## src/rtl/pba_pkg.sv

```systemverilog
// ----------------------------------------------------------------------------
// pba_pkg
// shared types and constants of the page bitmap allocator
// ----------------------------------------------------------------------------
package pba_pkg;

  localparam int unsigned WORD_BITS = 32;
  localparam int unsigned CNT_W     = 13;
  localparam int unsigned ADDR_W    = 32;

  typedef enum logic [1:0] {
    MODE_ALLOC = 2'd0,
    MODE_FREE  = 2'd1,
    MODE_INIT  = 2'd2,
    MODE_NONE  = 2'd3
  } mode_e;

  localparam logic CFG_TOTAL    = 1'b0;
  localparam logic CFG_RESERVED = 1'b1;

  localparam logic [CNT_W-1:0] TOTAL_RESET = 13'd4096;

endpackage

```

## src/rtl/page_bitmap_allocator_top.sv

```systemverilog
// ----------------------------------------------------------------------------
// page_bitmap_allocator_top
// first-fit physical page allocator over a one-bit-per-page used map
//
//   channel  dir  tdata                                tuser
//   s_*      in   [31:0] page_addr                     [1:0] mode
//   m_*      out  [31:0] alloc_addr, [44:32] free_cnt  [0] ok
//   cfg_*    in   [12:0] total / reserved page count   -
//
// alloc: reads and checks the map words in turn until a hit or a miss;
// free: reads the page's word and clears its bit, skipped for a page past the total;
// init: writes every map word in turn; unused mode: goes to the result, ok low.
// the sequencer makes at most one map read or one map write a cycle.
// reset: map reads as all used through per-word valid bits, count zero.
// a result held on m_* stalls the sequencer only at its last step.
// ----------------------------------------------------------------------------
module page_bitmap_allocator_top
  import pba_pkg::*;
#(
  parameter int unsigned MAX_PAGES  = 4096,
  parameter int unsigned PAGE_BYTES = 4096
) (
  input  logic        clk_i,
  input  logic        rst_ni,
  input  logic        s_tvalid_i,
  output logic        s_tready_o,
  input  logic [31:0] s_tdata_i,   // page_addr
  input  logic [1:0]  s_tuser_i,   // mode
  output logic        m_tvalid_o,
  input  logic        m_tready_i,
  output logic [47:0] m_tdata_o,   // alloc_addr, free_count, zero fill
  output logic        m_tuser_o,   // ok
  input  logic        cfg_we_i,
  input  logic        cfg_idx_i,
  input  logic [12:0] cfg_data_i
);

  localparam int unsigned MAP_WORDS = (MAX_PAGES + WORD_BITS - 1) / WORD_BITS;
  localparam int unsigned MAX_REACH = (1 << CNT_W) / WORD_BITS;
  localparam int unsigned MEM_WORDS = (MAP_WORDS < MAX_REACH) ? MAP_WORDS : MAX_REACH;
  localparam int unsigned WIDX_W    = (MEM_WORDS > 1) ? $clog2(MEM_WORDS) : 1;
  localparam int unsigned WCNT_W    = WIDX_W + 1;
  localparam int unsigned PB_SH     = $clog2(PAGE_BYTES);
  localparam int unsigned PAGE_W    = ADDR_W - PB_SH;
  localparam int unsigned BIT_W     = $clog2(WORD_BITS);
  localparam logic [CNT_W-1:0] PAGE_CAP =
    (MAX_PAGES > ((1 << CNT_W) - 1)) ? CNT_W'((1 << CNT_W) - 1) : CNT_W'(MAX_PAGES);
  localparam logic [WCNT_W-1:0] LAST_WORD = WCNT_W'(MEM_WORDS - 1);
  localparam logic [WCNT_W-1:0] END_WORD  = WCNT_W'(MEM_WORDS);

  typedef enum logic [2:0] {
    ST_IDLE,
    ST_INIT,
    ST_SCAN_RD,
    ST_SCAN_CHK,
    ST_FREE_RD,
    ST_FREE_WR,
    ST_DONE
  } state_e;

  function automatic logic [WORD_BITS-1:0] page_bits(logic [WCNT_W-1:0] w,
                                                     logic [CNT_W-1:0] lim);
    logic [CNT_W:0] base;
    logic [CNT_W:0] rem;
    begin
      base = (CNT_W+1)'(w) << BIT_W;
      rem  = {1'b0, lim} - base;
      if ({1'b0, lim} <= base) begin
        page_bits = '0;
      end else if (rem >= (CNT_W+1)'(WORD_BITS)) begin
        page_bits = '1;
      end else begin
        page_bits = (WORD_BITS'(1) << rem[BIT_W-1:0]) - WORD_BITS'(1);
      end
    end
  endfunction

  // configuration
  logic [CNT_W-1:0] total_q, reserved_q;
  logic [CNT_W-1:0] eff_total;

  always_ff @(posedge clk_i or negedge rst_ni) begin
    if (!rst_ni) begin
      total_q    <= TOTAL_RESET;
      reserved_q <= '0;
    end else if (cfg_we_i) begin
      unique case (cfg_idx_i)
        CFG_TOTAL:    total_q    <= cfg_data_i;
        CFG_RESERVED: reserved_q <= cfg_data_i;
        default:      ;
      endcase
    end
  end

  assign eff_total = (total_q > PAGE_CAP) ? PAGE_CAP : total_q;

  // used map
  logic [WORD_BITS-1:0] mem_q [MEM_WORDS];
  logic [MEM_WORDS-1:0] wvalid_q;
  logic [WORD_BITS-1:0] rd_data_q;
  logic                 rd_vld_q;
  logic                 mem_we, mem_re;
  logic [WIDX_W-1:0]    mem_wa, mem_ra;
  logic [WORD_BITS-1:0] mem_wd;
  logic [WORD_BITS-1:0] word_rd;

  always_ff @(posedge clk_i) begin
    if (mem_we) begin
      mem_q[mem_wa] <= mem_wd;
    end
    if (mem_re) begin
      rd_data_q <= mem_q[mem_ra];
    end
  end

  always_ff @(posedge clk_i or negedge rst_ni) begin
    if (!rst_ni) begin
      wvalid_q <= '0;
      rd_vld_q <= 1'b0;
    end else begin
      if (mem_we) begin
        wvalid_q[mem_wa] <= 1'b1;
      end
      if (mem_re) begin
        rd_vld_q <= wvalid_q[mem_ra];
      end
    end
  end

  assign word_rd = rd_vld_q ? rd_data_q : '1;

  // sequencer
  state_e            state_q, state_d;
  logic [WCNT_W-1:0] wcnt_q, wcnt_d;
  logic [BIT_W-1:0]  bit_q, bit_d;
  logic [CNT_W-1:0]  free_q, free_d;
  logic              res_ok_q, res_ok_d;
  logic [ADDR_W-1:0] res_addr_q, res_addr_d;
  logic              out_vld_q, out_vld_d;
  logic              out_ok_q, out_ok_d;
  logic [ADDR_W-1:0] out_addr_q, out_addr_d;
  logic [CNT_W-1:0]  out_cnt_q, out_cnt_d;

  logic [PAGE_W-1:0]    in_page;
  logic [WORD_BITS-1:0] avail;
  logic [BIT_W-1:0]     first_bit;
  logic [WORD_BITS-1:0] bit_mask;
  logic [CNT_W-1:0]     init_cnt;
  logic [ADDR_W-1:0]    found_page;

  assign in_page  = s_tdata_i[ADDR_W-1:PB_SH];
  assign avail    = ~word_rd & page_bits(wcnt_q, eff_total);
  assign bit_mask = WORD_BITS'(1) << bit_q;
  assign init_cnt = (eff_total > reserved_q) ? (eff_total - reserved_q) : '0;

  always_comb begin
    first_bit = '0;
    for (int i = WORD_BITS - 1; i >= 0; i--) begin
      if (avail[i]) begin
        first_bit = BIT_W'(i);
      end
    end
  end

  assign found_page = ((ADDR_W'(wcnt_q) << BIT_W) | ADDR_W'(first_bit)) << PB_SH;

  assign s_tready_o = (state_q == ST_IDLE);

  always_comb begin
    state_d    = state_q;
    wcnt_d     = wcnt_q;
    bit_d      = bit_q;
    free_d     = free_q;
    res_ok_d   = res_ok_q;
    res_addr_d = res_addr_q;
    out_vld_d  = out_vld_q && !m_tready_i;
    out_ok_d   = out_ok_q;
    out_addr_d = out_addr_q;
    out_cnt_d  = out_cnt_q;
    mem_we     = 1'b0;
    mem_re     = 1'b0;
    mem_wa     = wcnt_q[WIDX_W-1:0];
    mem_ra     = wcnt_q[WIDX_W-1:0];
    mem_wd     = '1;

    unique case (state_q)
      ST_IDLE: begin
        if (s_tvalid_i) begin
          res_ok_d   = 1'b1;
          res_addr_d = '0;
          wcnt_d     = '0;
          unique case (mode_e'(s_tuser_i))
            MODE_ALLOC: begin
              res_ok_d = 1'b0;
              state_d  = ST_SCAN_RD;
            end
            MODE_FREE: begin
              if (in_page < PAGE_W'(eff_total)) begin
                wcnt_d  = WCNT_W'(in_page[WIDX_W+BIT_W-1:BIT_W]);
                bit_d   = in_page[BIT_W-1:0];
                state_d = ST_FREE_RD;
              end else begin
                state_d = ST_DONE;
              end
            end
            MODE_INIT: begin
              state_d = ST_INIT;
            end
            MODE_NONE: begin
              res_ok_d = 1'b0;
              state_d  = ST_DONE;
            end
            default: state_d = ST_DONE;
          endcase
        end
      end

      ST_INIT: begin
        mem_we = 1'b1;
        mem_wd = ~(page_bits(wcnt_q, eff_total) & ~page_bits(wcnt_q, reserved_q));
        wcnt_d = wcnt_q + WCNT_W'(1);
        if (wcnt_q == LAST_WORD) begin
          free_d  = init_cnt;
          state_d = ST_DONE;
        end
      end

      ST_SCAN_RD: begin
        if (wcnt_q == END_WORD || page_bits(wcnt_q, eff_total) == '0) begin
          state_d = ST_DONE;
        end else begin
          mem_re  = 1'b1;
          state_d = ST_SCAN_CHK;
        end
      end

      ST_SCAN_CHK: begin
        if (avail != '0) begin
          mem_we     = 1'b1;
          mem_wd     = word_rd | (WORD_BITS'(1) << first_bit);
          res_ok_d   = 1'b1;
          res_addr_d = found_page;
          if (free_q != '0) begin
            free_d = free_q - CNT_W'(1);
          end
          state_d = ST_DONE;
        end else begin
          wcnt_d  = wcnt_q + WCNT_W'(1);
          state_d = ST_SCAN_RD;
        end
      end

      ST_FREE_RD: begin
        mem_re  = 1'b1;
        state_d = ST_FREE_WR;
      end

      ST_FREE_WR: begin
        if ((word_rd & bit_mask) != '0) begin
          mem_we = 1'b1;
          mem_wd = word_rd & ~bit_mask;
          free_d = free_q + CNT_W'(1);
        end
        state_d = ST_DONE;
      end

      ST_DONE: begin
        if (!out_vld_q || m_tready_i) begin
          out_vld_d  = 1'b1;
          out_ok_d   = res_ok_q;
          out_addr_d = res_addr_q;
          out_cnt_d  = free_q;
          state_d    = ST_IDLE;
        end
      end

      default: state_d = ST_IDLE;
    endcase
  end

  always_ff @(posedge clk_i or negedge rst_ni) begin
    if (!rst_ni) begin
      state_q    <= ST_IDLE;
      wcnt_q     <= '0;
      bit_q      <= '0;
      free_q     <= '0;
      res_ok_q   <= 1'b0;
      res_addr_q <= '0;
      out_vld_q  <= 1'b0;
      out_ok_q   <= 1'b0;
      out_addr_q <= '0;
      out_cnt_q  <= '0;
    end else begin
      state_q    <= state_d;
      wcnt_q     <= wcnt_d;
      bit_q      <= bit_d;
      free_q     <= free_d;
      res_ok_q   <= res_ok_d;
      res_addr_q <= res_addr_d;
      out_vld_q  <= out_vld_d;
      out_ok_q   <= out_ok_d;
      out_addr_q <= out_addr_d;
      out_cnt_q  <= out_cnt_d;
    end
  end

  assign m_tvalid_o = out_vld_q;
  assign m_tuser_o  = out_ok_q;
  assign m_tdata_o  = {3'b000, out_cnt_q, out_addr_q};

endmodule

```

## config.mk

```make
export PLATFORM = sky130hd
export DESIGN_NAME = page_bitmap_allocator_top
export DESIGN_NICKNAME = d
export VERILOG_FILES = /design/src/rtl/pba_pkg.sv /design/src/rtl/page_bitmap_allocator_top.sv
export SDC_FILE = /design/constraint.sdc
export NUM_CORES = 2
export LEC_CHECK = 0
export BUFFER_PORTS_ARGS = -buffer_cell sky130_fd_sc_hd__buf_4
export CAP_MARGIN = 25
export CELL_PAD_IN_SITES_DETAIL_PLACEMENT = 0
export CELL_PAD_IN_SITES_GLOBAL_PLACEMENT = 1
export CORE_MARGIN = 4
export CORE_UTILIZATION = 35
export DETAILED_ROUTE_END_ITERATION = 12
export PLACE_DENSITY_LB_ADDON = 0.1
export SYNTH_ARGS = -nofsm -noshare
export SYNTH_HDL_FRONTEND = slang
export SYNTH_SLANG_ARGS = --single-unit
```

## constraint.sdc

```tcl
create_clock -name clk_i -period 12.9 [get_ports clk_i]
set_input_delay 1.935 -clock clk_i [delete_from_list [all_inputs] [get_ports clk_i]]
set_output_delay 1.935 -clock clk_i [all_outputs]
set_load 0.01 [all_outputs]
```

* Word level (Yosys, flattened, before mapping) *
Memory sizes are Yosys's and may differ from the RTL's. A register that Yosys moved wholly into a read port is not among the register bits.
Index checks and enable logic that the tools add are counted.

word-level totals
  register bits after elaboration = 264
  RAM bits = 4,096
  memories = 1

operators by class
  add/sub/neg operators = 8
  order comparisons = 9
  equal/unequal tests = 18
  shift-type cells = 4
  mux-type cells = 83
  bitwise logic cells = 12
  reduce and logical (&&, ||, !) cells = 24

memories
  memory  depth  width  rd ports  clocked after Yosys merged registers in  wr ports  line                             text
  mem_q   128    32     1         1                                        1         page_bitmap_allocator_top.sv:98  logic [WORD_BITS-1:0] mem_q [MEM_WORDS];

operators by type and width
  operator               number
  $mux 32                12
  $mux 5                 32
  $and 32x32->32         4
  $not 32->32            4
  $or 128x128->128       1
  $shl 1x5->32 const A   4
  $pmux 32 s3            1
  $mux 13                6
  $pmux 32 s2            1
  $reduce_bool 32->1     2
  $sub 32x2->32 const B  2
  $pmux 13 s3            1
  $logic_not 32->1       1
  $or 32x32->32          1
  $ge 14x6->1 const B    2
  $sub 13x13->14         2
  $le 13x13->1           2
  $pmux 8 s3             1
  $pmux 3 s7             1
  $lt 20x13->1           1
  $mux 8                 2
  $mux 3                 5
  $mux 7                 2
  $ne 2x2->1 const B     7
  other kinds (37)       61

* Longest topological paths before layout *
  word-level depth = 44
  gate-level depth with buffers = 22

* Worst setup path after synthesis *
OpenSTA, ideal clock, no wires.

  kind = reg2reg
  from = reg total_q[12]
  to = mem mem_q[0][27], data pin
  arrival = 9.419 ns
  data required time = 11.672 ns
  setup slack = 2.253 ns
  stages on the path, launching flop included = 21
  buffers on the path = 4
  cells stage by stage = dfstp_2 -> inv_1 -> clkbuf_1 -> nand2_1 -> ha_1 -> inv_1 -> fa_1 -> nand3_1 -> nand4_1 -> a211oi_2 -> nand3_2 -> buf_2 -> nor2_1 -> clkbuf_1 -> o311ai_0 -> a21o_1 -> a221oi_2 -> nand3_1 -> o21a_1 -> buf_2 -> o31ai_1

on the way
  cells in the longest elaborated chain, start to end = 44
  elaborated cells between the ends (all ways) = 50

ends and longest elaborated chain
  what                    line                              text
  from (decl)             page_bitmap_allocator_top.sv:79   logic [CNT_W-1:0] total_q, reserved_q;
  from (signal assigned)  page_bitmap_allocator_top.sv:88   CFG_TOTAL: total_q <= cfg_data_i;
  $gt 13x13->1            page_bitmap_allocator_top.sv:95   assign eff_total = (total_q > PAGE_CAP) ? PAGE_CAP : total_q;
  $mux 13 (*)             page_bitmap_allocator_top.sv:95
  $sub 13x13->14          page_bitmap_allocator_top.sv:67   rem = {1'b0, lim} - base;
  $shl 1x5->32            page_bitmap_allocator_top.sv:73   page_bits = (WORD_BITS'(1) << rem[BIT_W-1:0]) - WORD_BITS'(1);
  $sub 32x2->32           page_bitmap_allocator_top.sv:73
  $mux 32                 page_bitmap_allocator_top.sv:70   end else if (rem >= (CNT_W+1)'(WORD_BITS)) begin
  $mux 32 (*)             page_bitmap_allocator_top.sv:68   if ({1'b0, lim} <= base) begin
  $and 32x32->32          page_bitmap_allocator_top.sv:152  assign avail = ~word_rd & page_bits(wcnt_q, eff_total);
  $mux 5 (32 in a row)    page_bitmap_allocator_top.sv:159  if (avail[i]) begin
  $shl 1x5->32            page_bitmap_allocator_top.sv:240  mem_wd = word_rd | (WORD_BITS'(1) << first_bit);
  $or 32x32->32           page_bitmap_allocator_top.sv:240
  $mux 32                 page_bitmap_allocator_top.sv:238  if (avail != '0) begin
  $pmux 32 s3 (*)         page_bitmap_allocator_top.sv:186  unique case (state_q)
  named net mem_wd[27]    page_bitmap_allocator_top.sv:104  logic [WORD_BITS-1:0] mem_wd;
  to (decl)               page_bitmap_allocator_top.sv:98

The timed path passes the listed nets; every way through them passes the cells marked *. The select of a mux whose other input is x is not followed.

* Final worst setup path *
  from = reg total_q[12]
  to = mem mem_q[119][2], data pin

Same word-level chain as after synthesis.

==> impl_metrics.env <==
export IMPL_status="completed"
export IMPL_synth_simple_area_share_pct=2.91
export IMPL_min_path_cells=1
export IMPL_crit_reg2reg_launch="total_q[12]"
export IMPL_p_leak_nw=57.5
export IMPL_area_growth_pct=16.2
export IMPL_synth_cell_type_count=105
export IMPL_crit_path_start="total_q[12]"
export IMPL_drv_slew=0
export IMPL_vdd_ir_drop_max_uv=214
export IMPL_yosysTopAreaCell="edfxtp_1"
export IMPL_yosysWarningCount=0
export IMPL_maxCapViolCount=0
export IMPL_drc=0
export IMPL_ys_seq_area_share_pct=79.0
export IMPL_critPathMaxFanout=72
export IMPL_clkSinkCount=4354
export IMPL_worst_pin_slew_ps=1250
export IMPL_fin_area_um2=191000
export IMPL_powerDensity_nw_per_um2=246
export IMPL_grt_max_degree=129
export IMPL_worstSkewPairLatency_ps=1030
export IMPL_cts_hold_buf=0
export IMPL_clockBufferDepth=4
export IMPL_synthCells=9489
export IMPL_overflow=0
export IMPL_ant_nets=0
export IMPL_dp_hpwl_mm=373
export IMPL_reg2regPathDepth=18
export IMPL_synth_top_area_share_pct=75.5
export IMPL_rsz0062_at_grt="false"
export IMPL_setup_viol=0
export IMPL_synthArstFlopShare_pct=5.19
export IMPL_core_um2=467000
export IMPL_synth_flop_cell="edfxtp_1"
export IMPL_final_period_utilization_pct=70.3
export IMPL_fin_crit_ps=9070
export IMPL_die_y_um=693
export IMPL_timing_hold_violations_final=0
export IMPL_drive_gt1_share_pct=15.3
export IMPL_path_buf_inv=4
export IMPL_synthMuxAreaShare_pct=0.501
export IMPL_finalSetupTns_ps=0
export IMPL_grt_pass1_wl_mm=848
export IMPL_hold_path_class="reg2reg"
export IMPL_rows=251
export IMPL_numPlacedInstances=15600
export IMPL_final_cell_count_no_fill=16500
export IMPL_timing_rr_end="mem_q[119][2]"
export IMPL_initial_core_util_pct=35.1
export IMPL_io_pins=104
export IMPL_ys_top_cells_by_area="edfxtp_1 76%, a22oi_1 7.9%, dfrtp_1 3.4%"
export IMPL_cp_depth=18
export IMPL_numPortBuffers=69
export IMPL_slowest_delay_ps=850
export IMPL_antenna_found_initial=61
export IMPL_drt_wirelength_per_cell_um=38.3
export IMPL_crit_path_end_kind="flip-flop"
export IMPL_placed_cell_area_um2=176000
export IMPL_nets=9955
export IMPL_track_usage_pct=25.5
export IMPL_root_buffer="clkbuf_16"
export IMPL_max_freq_mhz=110
export IMPL_die_area_um2=480000
export IMPL_clk_pin_slew_ps=60
export IMPL_num_vias=99100
export IMPL_htree_levels=5
export IMPL_first_pass_iters=7
export IMPL_synth_top_family_by_area="compound AO/OA/AOI/OAI gates"
export IMPL_arrival_ps=9760
export IMPL_skew_ps=74.5
export IMPL_synth_compound_area_share_pct=15.1
export IMPL_viasPerCell=6.02
export IMPL_grt_pass1_vias=94400
export IMPL_cts_buffers=461
export IMPL_cp_cell_sequence="inv_1, nand2_1, ha_1, inv_1, fa_1, nand3_1, nand4_1, a211oi_2, nand3_2, nor2_1, a21oi_1, o41ai_1, and3_1, and2_1, o21ai_0, o2111ai_4, buf_4, buf_4"
export IMPL_die_x_um=693
export IMPL_synth_xor_area_share_pct=0.176
export IMPL_postCtsResizedCells=0
export IMPL_path_class="reg2reg"
export IMPL_initialDrtViolationCount=12100
export IMPL_cts_setup_buffers=0
export IMPL_cpMaxStageDelayCell="dfstp_2"
export IMPL_gp_congestion=0.877
export IMPL_cp_top_family="simple AND/OR/NAND/NOR gates"
export IMPL_synth_edf_count=4128
export IMPL_drt_wl_total_mm=631
export IMPL_maxSlewHeadroom_pct=16.1
export IMPL_crit_required_ps=13590
export IMPL_syn_avg_cell_area_um2=17.3
export IMPL_worstSetupStartpointType="flip-flop"
export IMPL_synth_ff_latch_count=4354
export IMPL_endpoint="mem_q[119][2]"
export IMPL_tritoncts="done"
export IMPL_synth_fa_ha_area_share_pct=0.506
export IMPL_reg2reg_slack_ps=3830
export IMPL_fillers=41800
export IMPL_syn_cell_area_um2=164000
==> state kept, by name, summed over array words and instances (netlist names), 3 cells and up <==
| name | cells |
|---|---|
| bit_q | 5 |
| free_q | 13 |
| mem_q | 4096 |
| out_addr_q | 13 |
| out_cnt_q | 13 |
| rd_data_q | 32 |
| res_addr_q | 13 |
| reserved_q | 13 |
| state_q | 3 |
| total_q | 13 |
| wcnt_q | 8 |
| wvalid_q | 128 |
==> worst min-delay path by stage <==
stage / to / from / slack, ps
after floorplan: wvalid_q[78] / wvalid_q[78] / 430
after global routing: wvalid_q[72] / wvalid_q[72] / 480
after CTS: wvalid_q[79] / wvalid_q[79] / 470
after global placement: wvalid_q[79] / wvalid_q[79] / 450
after detailed placement: wvalid_q[72] / wvalid_q[72] / 450
final: wvalid_q[79] / wvalid_q[79] / 470
==> power breakdown <==
part	switching [mW]	total, mW	internal, mW
sequential	0.369	18.7	18.3
combinational	11.8	15.1	3.36
clock	5.63	13.0	7.39
==> per-stage QoR <==
step	hold slack [ps]	setup slack, ps	util (%)	power [mW]
after CTS	468	3940	40.7	47.0
after detailed placement	453	3990	37.6	34.0
final	467	3830	40.8	46.8
after floorplan	428	2250	-	26.0
after global placement	448	4070	37.5	33.8
after global routing	482	3520	40.8	48.2
==> per-layer routing <==
layer | GRT usage, % | wire, um | part of all wire [%] | vias to the layer above
met3 | 4.06 | 47100 | 7.5 | 719
met5 | 0 | 34 | 0.0054 | -
met1 | 36.6 | 272000 | 43 | 53300
li1 | - | - | - | 40800
met2 | 39.5 | 288000 | 46 | 4323
met4 | 8.62 | 24000 | 3.8 | 6
==> cell usage in the layout, fill, tap and decap left out, drive strengths merged, types with 56 or more instances in the layout <==
master and n:
ha 60, o21bai 129, a31oi 158, a22oi 1717
a22o 226, a21oi 155, nor2 264, dfrtp 225
mux2 59, o21ai 152, a221oi 217, o211ai 63
inv 69, clkinv 209, nor3 56, edfxtp 4128
buf 573, a41oi 244, nor4 85, clkbuf 594
nand2 135, nand4 172
==> cells by family after synthesis <==
family | Yosys count
DFF | 4354
and+or+nand+nor | 922
AOI/OAI and AO/OA | 3272
buffers and inverters | 772
adders and majority gates | 64
other | 1
muxes | 71
xor gates and xnor gates | 33
==> Yosys cell counts, types with 23 or more instances <==
library cell  instances
a21o_1               26
a21oi_1             154
a221oi_1            216
a22o_1              226
a22oi_1            1717
a31oi_1             158
a41oi_1             244
buf_1               161
buf_2                38
buf_4                23
clkbuf_1            486
dfrtp_1             225
edfxtp_1           4128
ha_1                 60
inv_1                58
mux2_2               59
nand2_1             135
nand2b_1             35
nand3_1              50
nand4_1             171
nor2_1              264
nor2b_1              24
nor3_1               56
nor4_1               84
o211ai_1             63
o21ai_0             149
o21bai_1            129
o31ai_1              38
==> layout make-up <==
cell class	count	area [um^2]	area share (%)
Antenna cell	36	90.1	0.0473
Timing Repair Buffer	574	4910	2.58
Sequential cell	4354	130000	68.0
Inverter	63	236	0.124
Clock inverter	261	2510	1.32
Tap cell	6198	7750	4.07
Multi-Input combinational cell	4384	33300	17.5
Clock buffer	593	12200	6.40
Power figures use the tool's default switching activity.
